`src/rtl/ble_crc24_whiten_encoder_unit_assert.svh`:
```
// Assertion macros for the CRC-24 and whitening encoder.
`ifndef BLE_CRC24_WHITEN_ENCODER_UNIT_ASSERT_SVH
`define BLE_CRC24_WHITEN_ENCODER_UNIT_ASSERT_SVH

`ifndef NO_ASSERTIONS
// Same-cycle implication, checked at every rising clock edge outside reset.
`define BLECW_ASSERT_IMPL(label, clk, rst, ante, cons) \
   label: assert property (@(posedge clk) disable iff (rst) (ante) |-> (cons)) \
      else $error("encoder assertion failed");
// Next-cycle implication, checked at every rising clock edge outside reset.
`define BLECW_ASSERT_NEXT(label, clk, rst, ante, cons) \
   label: assert property (@(posedge clk) disable iff (rst) (ante) |=> (cons)) \
      else $error("encoder assertion failed");
`else
`define BLECW_ASSERT_IMPL(label, clk, rst, ante, cons)
`define BLECW_ASSERT_NEXT(label, clk, rst, ante, cons)
`endif

`endif

```
`src/rtl/blecw_pkg.sv`:
```
// Types, constants and bit-level functions shared by the encoder modules.
package blecw_pkg;

   localparam int unsigned DataW    = 8;
   localparam int unsigned ChannelW = 6;
   localparam int unsigned CrcW     = 24;
   localparam int unsigned WhitenW  = 8;
   localparam int unsigned CsrDataW = 32;
   localparam int unsigned CsrAddrW = 2;

   localparam logic [CrcW-1:0]    CrcPoly        = 24'h00065B;
   localparam logic [CrcW-1:0]    CrcPresetReset = 24'h555555;
   localparam logic [WhitenW-1:0] WhitenTap      = 8'h11;
   localparam logic [WhitenW-1:0] WhitenSeedOr   = 8'h02;

   localparam int unsigned QueueDepth = 4;

   typedef struct packed {
      logic [DataW-1:0]   out_byte;
      logic               last;
      logic [CrcW-1:0]    crc;
      logic [WhitenW-1:0] lfsr;
   } queue_entry_type;

   typedef struct packed {
      logic full;
      logic empty;
   } queue_status_type;

   typedef struct packed {
      logic in_crc;
   } back_status_type;

   typedef enum logic [1:0] {
      ST_DATA,
      ST_CRC_HI,
      ST_CRC_MID,
      ST_CRC_LO
   } back_state_type;

   typedef struct packed {
      logic [WhitenW-1:0] lfsr;
      logic [DataW-1:0]   data;
   } whiten_result_type;

   function automatic logic [7:0] rev8(input logic [7:0] b);
      logic [7:0] r;
      for (int i = 0; i < 8; i++) begin
         r[i] = b[7-i];
      end
      return r;
   endfunction

   // Eight CRC bit steps, data taken LSB first.
   function automatic logic [CrcW-1:0] crc_byte(input logic [CrcW-1:0] crc,
                                                input logic [DataW-1:0] d);
      logic [CrcW-1:0] c;
      logic            fb;
      c = crc;
      for (int i = 0; i < 8; i++) begin
         fb = c[CrcW-1] ^ d[i];
         c  = {c[CrcW-2:0], 1'b0};
         if (fb) begin
            c = c ^ CrcPoly;
         end
      end
      return c;
   endfunction

   // Eight whitening steps; returns the advanced register and the whitened byte.
   function automatic whiten_result_type whiten_byte(input logic [WhitenW-1:0] seed,
                                                     input logic [DataW-1:0] d);
      whiten_result_type res;
      res.lfsr = seed;
      res.data = d;
      for (int i = 0; i < 8; i++) begin
         if (res.lfsr[WhitenW-1]) begin
            res.lfsr    = res.lfsr ^ WhitenTap;
            res.data[i] = ~res.data[i];
         end
         res.lfsr = {res.lfsr[WhitenW-2:0], 1'b0};
      end
      return res;
   endfunction

endpackage

```
`src/rtl/blecw_channel_if.sv`:
```
// Valid/ready channel interfaces for PDU bytes in and encoded bytes out.
interface blecw_req_if;
   import blecw_pkg::*;

   logic                valid;
   logic                ready;
   logic [DataW-1:0]    data_byte;
   logic [ChannelW-1:0] channel;
   logic                last_byte;

   modport source (output valid, output data_byte, output channel, output last_byte,
                   input ready);
   modport sink (input valid, input data_byte, input channel, input last_byte,
                 output ready);
endinterface

interface blecw_rsp_if;
   import blecw_pkg::*;

   logic             valid;
   logic             ready;
   logic [DataW-1:0] out_byte;
   logic             end_of_packet;

   modport source (output valid, output out_byte, output end_of_packet, input ready);
   modport sink (input valid, input out_byte, input end_of_packet, output ready);
endinterface

```
`src/rtl/blecw_queue.sv`:
```
// Small flip-flop queue between the front and back stages.
module blecw_queue #(
   parameter int unsigned QUEUE_DEPTH = blecw_pkg::QueueDepth
) (
   input  logic                       clock,
   input  logic                       reset,
   input  logic                       push,
   input  blecw_pkg::queue_entry_type push_entry,
   input  logic                       pop,
   output blecw_pkg::queue_entry_type head_entry,
   output blecw_pkg::queue_status_type status
);
   import blecw_pkg::*;

   localparam int unsigned PtrW = (QUEUE_DEPTH > 1) ? $clog2(QUEUE_DEPTH) : 1;
   localparam int unsigned CntW = $clog2(QUEUE_DEPTH + 1);
   localparam logic [PtrW-1:0] LastPtr = PtrW'(QUEUE_DEPTH - 1);
   localparam logic [CntW-1:0] FullCnt = CntW'(QUEUE_DEPTH);

   queue_entry_type entries_ff [QUEUE_DEPTH];
   logic [PtrW-1:0] wr_ptr_ff, wr_ptr_in;
   logic [PtrW-1:0] rd_ptr_ff, rd_ptr_in;
   logic [CntW-1:0] count_ff, count_in;

   always_comb begin
      wr_ptr_in = wr_ptr_ff;
      rd_ptr_in = rd_ptr_ff;
      count_in  = count_ff;
      if (push) begin
         wr_ptr_in = (wr_ptr_ff == LastPtr) ? '0 : wr_ptr_ff + 1'b1;
      end
      if (pop) begin
         rd_ptr_in = (rd_ptr_ff == LastPtr) ? '0 : rd_ptr_ff + 1'b1;
      end
      if (push && !pop) begin
         count_in = count_ff + 1'b1;
      end else if (pop && !push) begin
         count_in = count_ff - 1'b1;
      end
   end

   always_ff @(posedge clock) begin
      if (reset) begin
         wr_ptr_ff <= '0;
         rd_ptr_ff <= '0;
         count_ff  <= '0;
      end else begin
         wr_ptr_ff <= wr_ptr_in;
         rd_ptr_ff <= rd_ptr_in;
         count_ff  <= count_in;
      end
   end

   always_ff @(posedge clock) begin
      if (push) begin
         entries_ff[wr_ptr_ff] <= push_entry;
      end
   end

   assign head_entry   = entries_ff[rd_ptr_ff];
   assign status.full  = (count_ff == FullCnt);
   assign status.empty = (count_ff == '0);

endmodule

```
`src/rtl/blecw_front.sv`:
```
// Front stage: takes PDU bytes, runs the CRC and whitens the data byte.
module blecw_front (
   input  logic                        clock,
   input  logic                        reset,
   blecw_req_if.sink                   req,
   input  logic [blecw_pkg::CrcW-1:0]  crc_preset,
   input  blecw_pkg::queue_status_type q_status,
   output logic                        push,
   output blecw_pkg::queue_entry_type  push_entry
);
   import blecw_pkg::*;

   logic [CrcW-1:0]    crc_ff, crc_in;
   logic [WhitenW-1:0] lfsr_ff, lfsr_in;
   logic               inside_ff, inside_in;

   logic [CrcW-1:0]    cur_crc;
   logic [WhitenW-1:0] cur_lfsr;
   logic [CrcW-1:0]    new_crc;
   whiten_result_type  wres;

   assign req.ready = !q_status.full;
   assign push      = req.valid && !q_status.full;

   always_comb begin
      // The first byte of a packet starts from the preset and the channel seed.
      cur_crc  = inside_ff ? crc_ff : crc_preset;
      cur_lfsr = inside_ff ? lfsr_ff : (rev8({2'b00, req.channel}) | WhitenSeedOr);
      new_crc  = crc_byte(cur_crc, req.data_byte);
      wres     = whiten_byte(cur_lfsr, req.data_byte);

      push_entry.out_byte = rev8(wres.data);
      push_entry.last     = req.last_byte;
      push_entry.crc      = new_crc;
      push_entry.lfsr     = wres.lfsr;

      crc_in    = crc_ff;
      lfsr_in   = lfsr_ff;
      inside_in = inside_ff;
      if (push) begin
         crc_in    = new_crc;
         lfsr_in   = wres.lfsr;
         inside_in = !req.last_byte;
      end
   end

   always_ff @(posedge clock) begin
      if (reset) begin
         inside_ff <= 1'b0;
      end else begin
         inside_ff <= inside_in;
      end
   end

   always_ff @(posedge clock) begin
      crc_ff  <= crc_in;
      lfsr_ff <= lfsr_in;
   end

endmodule

```
`src/rtl/blecw_back.sv`:
```
// Back stage: emits data bytes and appends the three whitened CRC bytes.
module blecw_back (
   input  logic                        clock,
   input  logic                        reset,
   input  blecw_pkg::queue_entry_type  head_entry,
   input  blecw_pkg::queue_status_type q_status,
   output logic                        pop,
   output blecw_pkg::back_status_type  status,
   blecw_rsp_if.source                 rsp
);
   import blecw_pkg::*;

   back_state_type     state_ff, state_in;
   logic [CrcW-1:0]    crc_ff, crc_in;
   logic [WhitenW-1:0] lfsr_ff, lfsr_in;
   logic               valid_ff, valid_in;
   logic [DataW-1:0]   byte_ff, byte_in;
   logic               eop_ff, eop_in;

   logic               load_ok;
   whiten_result_type  cres;

   always_ff @(posedge clock) begin
      if (reset) begin
         state_ff <= ST_DATA;
         valid_ff <= 1'b0;
      end else begin
         state_ff <= state_in;
         valid_ff <= valid_in;
      end
   end

   always_ff @(posedge clock) begin
      crc_ff  <= crc_in;
      lfsr_ff <= lfsr_in;
      byte_ff <= byte_in;
      eop_ff  <= eop_in;
   end

   always_comb begin
      load_ok = !valid_ff || rsp.ready;
      // CRC bytes go out high byte first, each reversed before whitening.
      cres    = whiten_byte(lfsr_ff, rev8(crc_ff[CrcW-1 -: 8]));

      state_in = state_ff;
      crc_in   = crc_ff;
      lfsr_in  = lfsr_ff;
      valid_in = valid_ff && !rsp.ready;
      byte_in  = byte_ff;
      eop_in   = eop_ff;
      pop      = 1'b0;

      case (state_ff)
         ST_DATA: begin
            if (load_ok && !q_status.empty) begin
               pop      = 1'b1;
               valid_in = 1'b1;
               byte_in  = head_entry.out_byte;
               eop_in   = 1'b0;
               if (head_entry.last) begin
                  state_in = ST_CRC_HI;
                  crc_in   = head_entry.crc;
                  lfsr_in  = head_entry.lfsr;
               end
            end
         end
         ST_CRC_HI, ST_CRC_MID, ST_CRC_LO: begin
            if (load_ok) begin
               valid_in = 1'b1;
               byte_in  = rev8(cres.data);
               eop_in   = (state_ff == ST_CRC_LO);
               crc_in   = {crc_ff[CrcW-9:0], 8'h00};
               lfsr_in  = cres.lfsr;
               if (state_ff == ST_CRC_HI) begin
                  state_in = ST_CRC_MID;
               end else if (state_ff == ST_CRC_MID) begin
                  state_in = ST_CRC_LO;
               end else begin
                  state_in = ST_DATA;
               end
            end
         end
         default: begin
            state_in = ST_DATA;
         end
      endcase
   end

   assign rsp.valid         = valid_ff;
   assign rsp.out_byte      = byte_ff;
   assign rsp.end_of_packet = eop_ff;
   assign status.in_crc     = (state_ff != ST_DATA);

endmodule

```
`src/rtl/ble_crc24_whiten_encoder_unit.sv`:
```
// Top level of the link-layer CRC-24 and whitening encoder.
//
// req_chan carries PDU bytes of a packet in order, with the channel index
// read on the first byte and last_byte set on the final one. rsp_chan returns
// one whitened, bit-reversed byte per PDU byte; the last byte is followed by
// the three CRC bytes, the third with end_of_packet set.
// An accepted item is written into the queue and then loaded into the single
// output register of the back stage, which sets the rate. Data bytes go through
// at one per cycle while rsp_chan.ready is high; after a last byte the output
// register also carries the three CRC bytes, which the queue of QUEUE_DEPTH
// entries absorbs, so a packet of n bytes gives n + 3 output bytes.
// A stall on rsp_chan holds the result; the queue keeps taking bytes until full,
// then req_chan.ready falls.
// The crc_preset register answers at every address; its low 24 bits read back as written, the upper bits as zero.
// Synchronous reset empties the queue, leaves the block outside a packet and
// sets crc_preset to 0x555555.
`include "ble_crc24_whiten_encoder_unit_assert.svh"

module ble_crc24_whiten_encoder_unit #(
   parameter int unsigned QUEUE_DEPTH = blecw_pkg::QueueDepth
) (
   input  logic                            clock,
   input  logic                            reset,
   blecw_req_if.sink                       req_chan,
   blecw_rsp_if.source                     rsp_chan,
   input  logic                            csr_psel,
   input  logic                            csr_penable,
   input  logic                            csr_pwrite,
   input  logic [blecw_pkg::CsrAddrW-1:0]  csr_paddr,
   input  logic [blecw_pkg::CsrDataW-1:0]  csr_pwdata,
   output logic [blecw_pkg::CsrDataW-1:0]  csr_prdata,
   output logic                            csr_pready
);
   import blecw_pkg::*;

   logic [CrcW-1:0]  crc_preset_ff, crc_preset_in;
   logic             csr_write;
   logic             push;
   logic             pop;
   queue_entry_type  push_entry;
   queue_entry_type  head_entry;
   queue_status_type q_status;
   back_status_type  b_status;

   // One register only, so every address decodes to it.
   assign csr_pready = 1'b1;
   assign csr_write  = csr_psel && csr_penable && csr_pwrite && (csr_paddr == csr_paddr);
   assign csr_prdata = {{(CsrDataW - CrcW){1'b0}}, crc_preset_ff};

   always_comb begin
      crc_preset_in = crc_preset_ff;
      if (csr_write) begin
         crc_preset_in = csr_pwdata[CrcW-1:0];
      end
   end

   always_ff @(posedge clock) begin
      if (reset) begin
         crc_preset_ff <= CrcPresetReset;
      end else begin
         crc_preset_ff <= crc_preset_in;
      end
   end

   blecw_front u_front (
      .clock      (clock),
      .reset      (reset),
      .req        (req_chan),
      .crc_preset (crc_preset_ff),
      .q_status   (q_status),
      .push       (push),
      .push_entry (push_entry)
   );

   blecw_queue #(
      .QUEUE_DEPTH (QUEUE_DEPTH)
   ) u_queue (
      .clock      (clock),
      .reset      (reset),
      .push       (push),
      .push_entry (push_entry),
      .pop        (pop),
      .head_entry (head_entry),
      .status     (q_status)
   );

   blecw_back u_back (
      .clock      (clock),
      .reset      (reset),
      .head_entry (head_entry),
      .q_status   (q_status),
      .pop        (pop),
      .status     (b_status),
      .rsp        (rsp_chan)
   );

   // A byte pushed into an empty queue leaves it non-empty in the next cycle.
   `BLECW_ASSERT_NEXT(a_push_lands, clock, reset, push && q_status.empty, !q_status.empty)
   // The CRC tail always sits behind a result that is being offered.
   `BLECW_ASSERT_IMPL(a_crc_has_output, clock, reset, b_status.in_crc, rsp_chan.valid)
   // While the third CRC byte is offered the back stage has already left the CRC tail.
   `BLECW_ASSERT_IMPL(a_eop_ends_tail, clock, reset,
      rsp_chan.valid && rsp_chan.ready && rsp_chan.end_of_packet, !b_status.in_crc)
   // A free output register with queued data always produces a result.
   `BLECW_ASSERT_NEXT(a_no_idle_output, clock, reset,
      !b_status.in_crc && !q_status.empty && (!rsp_chan.valid || rsp_chan.ready),
      rsp_chan.valid)

endmodule

```
`src/flat_wrapper.sv`:
```
// flat-port wrapper written by rule: the top's interface ports become plain ports
module ble_crc24_whiten_encoder_unit_flat import blecw_pkg::*;
#(
   parameter int unsigned QUEUE_DEPTH = blecw_pkg::QueueDepth
)
  (clock, reset, csr_psel, csr_penable, csr_pwrite, csr_paddr, csr_pwdata, csr_prdata, csr_pready, req_chan_valid, req_chan_data_byte, req_chan_channel, req_chan_last_byte, req_chan_ready, rsp_chan_valid, rsp_chan_out_byte, rsp_chan_end_of_packet, rsp_chan_ready);
  blecw_req_if req_chan_i ();
  blecw_rsp_if rsp_chan_i ();
  input  logic clock;
  input  logic reset;
  input  logic csr_psel;
  input  logic csr_penable;
  input  logic csr_pwrite;
  input  logic [blecw_pkg::CsrAddrW-1:0] csr_paddr;
  input  logic [blecw_pkg::CsrDataW-1:0] csr_pwdata;
  output logic [blecw_pkg::CsrDataW-1:0] csr_prdata;
  output logic csr_pready;
  input wire logic [$bits(req_chan_i.valid)-1:0] req_chan_valid;
  input wire logic [$bits(req_chan_i.data_byte)-1:0] req_chan_data_byte;
  input wire logic [$bits(req_chan_i.channel)-1:0] req_chan_channel;
  input wire logic [$bits(req_chan_i.last_byte)-1:0] req_chan_last_byte;
  output wire logic [$bits(req_chan_i.ready)-1:0] req_chan_ready;
  output wire logic [$bits(rsp_chan_i.valid)-1:0] rsp_chan_valid;
  output wire logic [$bits(rsp_chan_i.out_byte)-1:0] rsp_chan_out_byte;
  output wire logic [$bits(rsp_chan_i.end_of_packet)-1:0] rsp_chan_end_of_packet;
  input wire logic [$bits(rsp_chan_i.ready)-1:0] rsp_chan_ready;
  assign req_chan_i.valid = req_chan_valid;
  assign req_chan_i.data_byte = req_chan_data_byte;
  assign req_chan_i.channel = req_chan_channel;
  assign req_chan_i.last_byte = req_chan_last_byte;
  assign req_chan_ready = req_chan_i.ready;
  assign rsp_chan_valid = rsp_chan_i.valid;
  assign rsp_chan_out_byte = rsp_chan_i.out_byte;
  assign rsp_chan_end_of_packet = rsp_chan_i.end_of_packet;
  assign rsp_chan_i.ready = rsp_chan_ready;
  ble_crc24_whiten_encoder_unit #(.QUEUE_DEPTH(QUEUE_DEPTH)) u_core (.clock(clock), .reset(reset), .req_chan(req_chan_i), .rsp_chan(rsp_chan_i), .csr_psel(csr_psel), .csr_penable(csr_penable), .csr_pwrite(csr_pwrite), .csr_paddr(csr_paddr), .csr_pwdata(csr_pwdata), .csr_prdata(csr_prdata), .csr_pready(csr_pready));
endmodule
```
`config.mk`:
```
export PLATFORM = sky130hd
export DESIGN_NAME = ble_crc24_whiten_encoder_unit_flat
export DESIGN_NICKNAME = d
export VERILOG_FILES = /design/src/rtl/blecw_pkg.sv /design/src/rtl/blecw_channel_if.sv /design/src/rtl/blecw_queue.sv /design/src/rtl/blecw_front.sv /design/src/rtl/blecw_back.sv /design/src/rtl/ble_crc24_whiten_encoder_unit.sv /design/src/flat_wrapper.sv
export VERILOG_INCLUDE_DIRS = /design/src /design/src/rtl
export SDC_FILE = /design/constraint.sdc
export NUM_CORES = 1
export LEC_CHECK = 0
export BUFFER_PORTS_ARGS = -buffer_cell sky130_fd_sc_hd__buf_2
export CORE_MARGIN = 2
export CORE_UTILIZATION = 53
export DETAILED_ROUTE_END_ITERATION = 7
export PLACE_DENSITY = 0.75
export SLEW_MARGIN = 0
export SYNTH_ARGS = -nofsm -noshare
export SYNTH_HDL_FRONTEND = slang
export SYNTH_SLANG_ARGS = --single-unit
```
`constraint.sdc`:
```
create_clock -name clock -period 3.1 [get_ports clock]
set_input_delay 0 -clock clock [delete_from_list [all_inputs] [get_ports clock]]
set_output_delay 0 -clock clock [all_outputs]
set_load 0.005 [all_outputs]
```
==> out/qor.txt <==
========================================================================================
Run status                                                                  finished clean
Area of the die                                                              0.0221 mm^2
Kind of capture point of the worst setup path                                       flop
Main synth FF type                                                              edfxtp_1
Post-route DRC violation count                                                         0
EDFF count, synth                                                                    231
Detail-routed via count per cell                                                    5.52
Biggest fanout along the worst timing path                                            16
Crit start category                                                                 flop
Setup violators final                                                                  0
Final design utilization                                                           64.3%
CTS sink cnt                                                                         268
Combinational family with the most area after synthesis                     multiplexers
Max clock buf depth                                                                    3
Post-CTS Repair Setup Buffers                                                          0
Vias in the first global route                                                      6107
FMAX                                                                             394 MHz
Data required, critical path                                                     3.38 ns
Total number of yosys warnings                                                         0
Total net switching power                                                        3.67 mW
Final Cell Area                                                              0.0131 mm^2
Die Ht                                                                            149 um
Register clock-pin slew on the reported worst setup and hold paths               0.06 ns
Static leakage                                                                   4.66 nW
Routed vias                                                                         5848
Synthesized instance count                                                           639
Family with the most delay on the worst path                                XOR/XNOR gates
R2R Setup Slk                                                                    0.56 ns
Area contributors post-synth                                                edfxtp_1, mux4_2, dfxtp_1, xnor2_1, mux2_2
Cell Pwr Density                                                             962 mW/mm^2
Post-route non-filler standard cell count                                           1059
Global routing met2 resource utilization                                           36.5%
Met3 usage                                                                         3.37%
Count of H-tree levels built during CTS                                                1
Delay contributed by the slowest stage of the critical path                      0.69 ns
#FFs+latches synth                                                                   268
Total iterations of the first detailed-routing run                                     4
Max cap viols                                                                          0
Path type of the worst setup path                                                reg2reg
Switching fraction of total power                                                  29.2%
Mapped cell area                                                             0.0111 mm^2
Met1 layer usage reported by global route                                          27.3%
X dimension of the die                                                            149 um
CTS buffer count                                                                      27
Top-level port count                                                                 100
Final worst hold slack                                                         0.0679 ns
Portion of the clock cycle consumed by the worst path in the final layout          81.8%
Sequential Power Share                                                             45.0%
Post-layout total power                                                          12.6 mW
Synth Area in Adders                                                               1.31%
Area fraction of the dominant cell type after synthesis                            62.7%
Skew final                                                                     0.0113 ns
Remaining antenna violation count                                                      0
Post-synthesis cell type with the largest combined area                         edfxtp_1
Layout Area Growth over Synthesis                                                  18.3%
Net total in the final layout                                                        834
Sequential area share after synthesis                                              69.3%
Core Box Area                                                                0.0204 mm^2
HPWL reported at the end of detailed placement                                   13.6 mm
Clock tree from TritonCTS                                                            yes
Fraction of synthesized area in multiplexers                                       13.3%
CTS Root Cell                                                                  clkbuf_16
Wirelength, routed                                                               22.4 mm
Tot GR Track Use                                                                   20.9%
Post-synth top cells                                                        edfxtp_1, nand2_1, xnor2_1, mux4_2, dfxtp_1
RSZ-0062 raised after global routing                                                  no
Critical-path cell with the highest stage delay                                  dfxtp_2
Proportion of power drawn by the clock network                                     26.2%
Port buffer count                                                                     80
Number of cells after detailed placement                                             973
Combinational share of power                                                       28.8%
Number of slew-limit violations in the final report                                    0
Worst slew pin tran                                                             0.951 ns
XOR/XNOR share of the synthesized area                                             7.53%
Post-layout worst setup margin                                                  0.564 ns
Filler instances                                                                    1355
Source-to-sink clock delay at the later pin of the worst-skew pair               0.53 ns
Simple-gate share of the synthesized area                                          4.72%
Internal cell power                                                              8.92 mW
Synth unique cells                                                                    42
Std cell rows                                                                         52
Worst path arrival time                                                          2.81 ns
Fraction of registers with async set or reset after synthesis                         0%
Pin count of the biggest net entering global routing                                  56
Count leader, synth                                                             edfxtp_1
Routing layer with the top usage in global route                                    met2
Antenna violations before repair                                                       0
Shortest period the worst path allows                                            2.54 ns
Initial core utilization                                                           54.4%
Remaining Overflow, GRT                                                                0
Pre-CTS setup slack                                                             0.606 ns
Setup tns final                                                                     0 ns
Synth Area in Compound Gates                                                       1.74%
Routed len/inst                                                                  21.2 um
Routability cong.                                                                  0.820
Mean cell area of the mapped netlist                                           17.3 um^2
Max VDD drop                                                                      485 uV
Max-slew headroom                                                                  36.4%
Number of endpoints with negative hold slack in the final report                       0
Tightest Hold Check Type                                                          in2reg
Cell area after placement                                                    0.0118 mm^2
Sequence of cells on the critical path                                      mux2i_1, xnor2_2, xor3_1, xnor2_1
First-pass GRT wire length                                                       34.6 mm
Number of buffers and inverters on the critical path                                   0
Share of cells above drive strength 1                                              28.6%
Detailed Route Iter0 Violations                                                      451
========================================================================================
placed cells by master (no fill, tap or decap), types with 11 or more instances in the layout:
cell type,instances
edfxtp_1,231
buf_2,80
nand2_1,64
xnor2_1,44
mux4_2,40
dfxtp_1,35
dlygate4sd3_1,35
clkbuf_16,32
mux2i_1,26
mux2_2,24
xor2_1,18
o21ai_0,15
a21oi_1,14
nand3b_1,12
nor2_1,11
power by group through the flow:
stage	Sequential, mW	Clock (mW)	Combinational [mW]
final	5.67	3.30	3.63
after global routing	5.74	3.49	3.95
after CTS	5.68	3.35	3.65
after detailed placement	5.74	0	3.59
after global placement	5.69	0	3.45
after floorplan	5.63	0	2.62
kinds of logic after synthesis:
family                   count (synthesis)
flip-flops                             268
AND/OR/NAND/NOR                        111
multiplexers                            92
XOR/XNOR                                77
buffers and inverters                   43
AO/OA/AOI/OAI                           35
adder cells (fa/ha/maj)                 11
other                                    2
flip-flops by register name (all words and copies together), names as in the netlist, 3 cells and up, named ones only:
register                    flops
u_core.u_queue.entries_ff     160
u_core.crc_preset_ff           24
u_core.u_back.crc_ff           24
u_core.u_front.crc_ff          24
u_core.u_back.rsp.out_byte      8
u_core.u_back.lfsr_ff           7
u_core.u_front.lfsr_ff          7
u_core.u_queue.count_ff         3
final cells by class:
type | count | area [um^2] | share of cell area, %
clock inverter | 16 | 121 | 0.926
antenna | 1 | 2.50 | 0.0191
clock buffer | 34 | 818 | 6.25
tap | 270 | 338 | 2.58
inverter | 7 | 26.3 | 0.201
timing repair buffer | 128 | 911 | 6.95
multi-input combinational | 335 | 3200 | 24.5
sequential | 268 | 7680 | 58.6
metal layers:
metal / part of all wire [%] / wire, um / vias up
met5: 0 / 0 / -
met4: 2.5 / 553 / 0
met3: 5.5 / 1230 / 35
met2: 50 / 11300 / 210
met1: 42 / 9330 / 2957
li1: - / - / 2646
tightest hold or removal path: stages:
cell     delay [ns]
buf_2          0.09
mux2i_1        0.10
xnor2_1        0.20
final timing paths:
kind,startpoint,to,cells after the start
worst max-delay path,u_core.u_front.inside_ff,u_core.u_queue.entries_ff[2][18],4
worst min-delay path,req_chan_channel[2],u_core.u_queue.entries_ff[2][37],3
worst max register to register,u_core.u_front.inside_ff,u_core.u_queue.entries_ff[2][18],4
worst min register to register,u_core.crc_preset_ff[3],u_core.crc_preset_ff[3],2
repair_timing:
item | in CTS | in global routing
resized for setup | 0 | 0
hold buffers | 35 | 0
hold endpoints to repair | 67 | 0
Note: power is estimated with default switching activity, not from simulation.
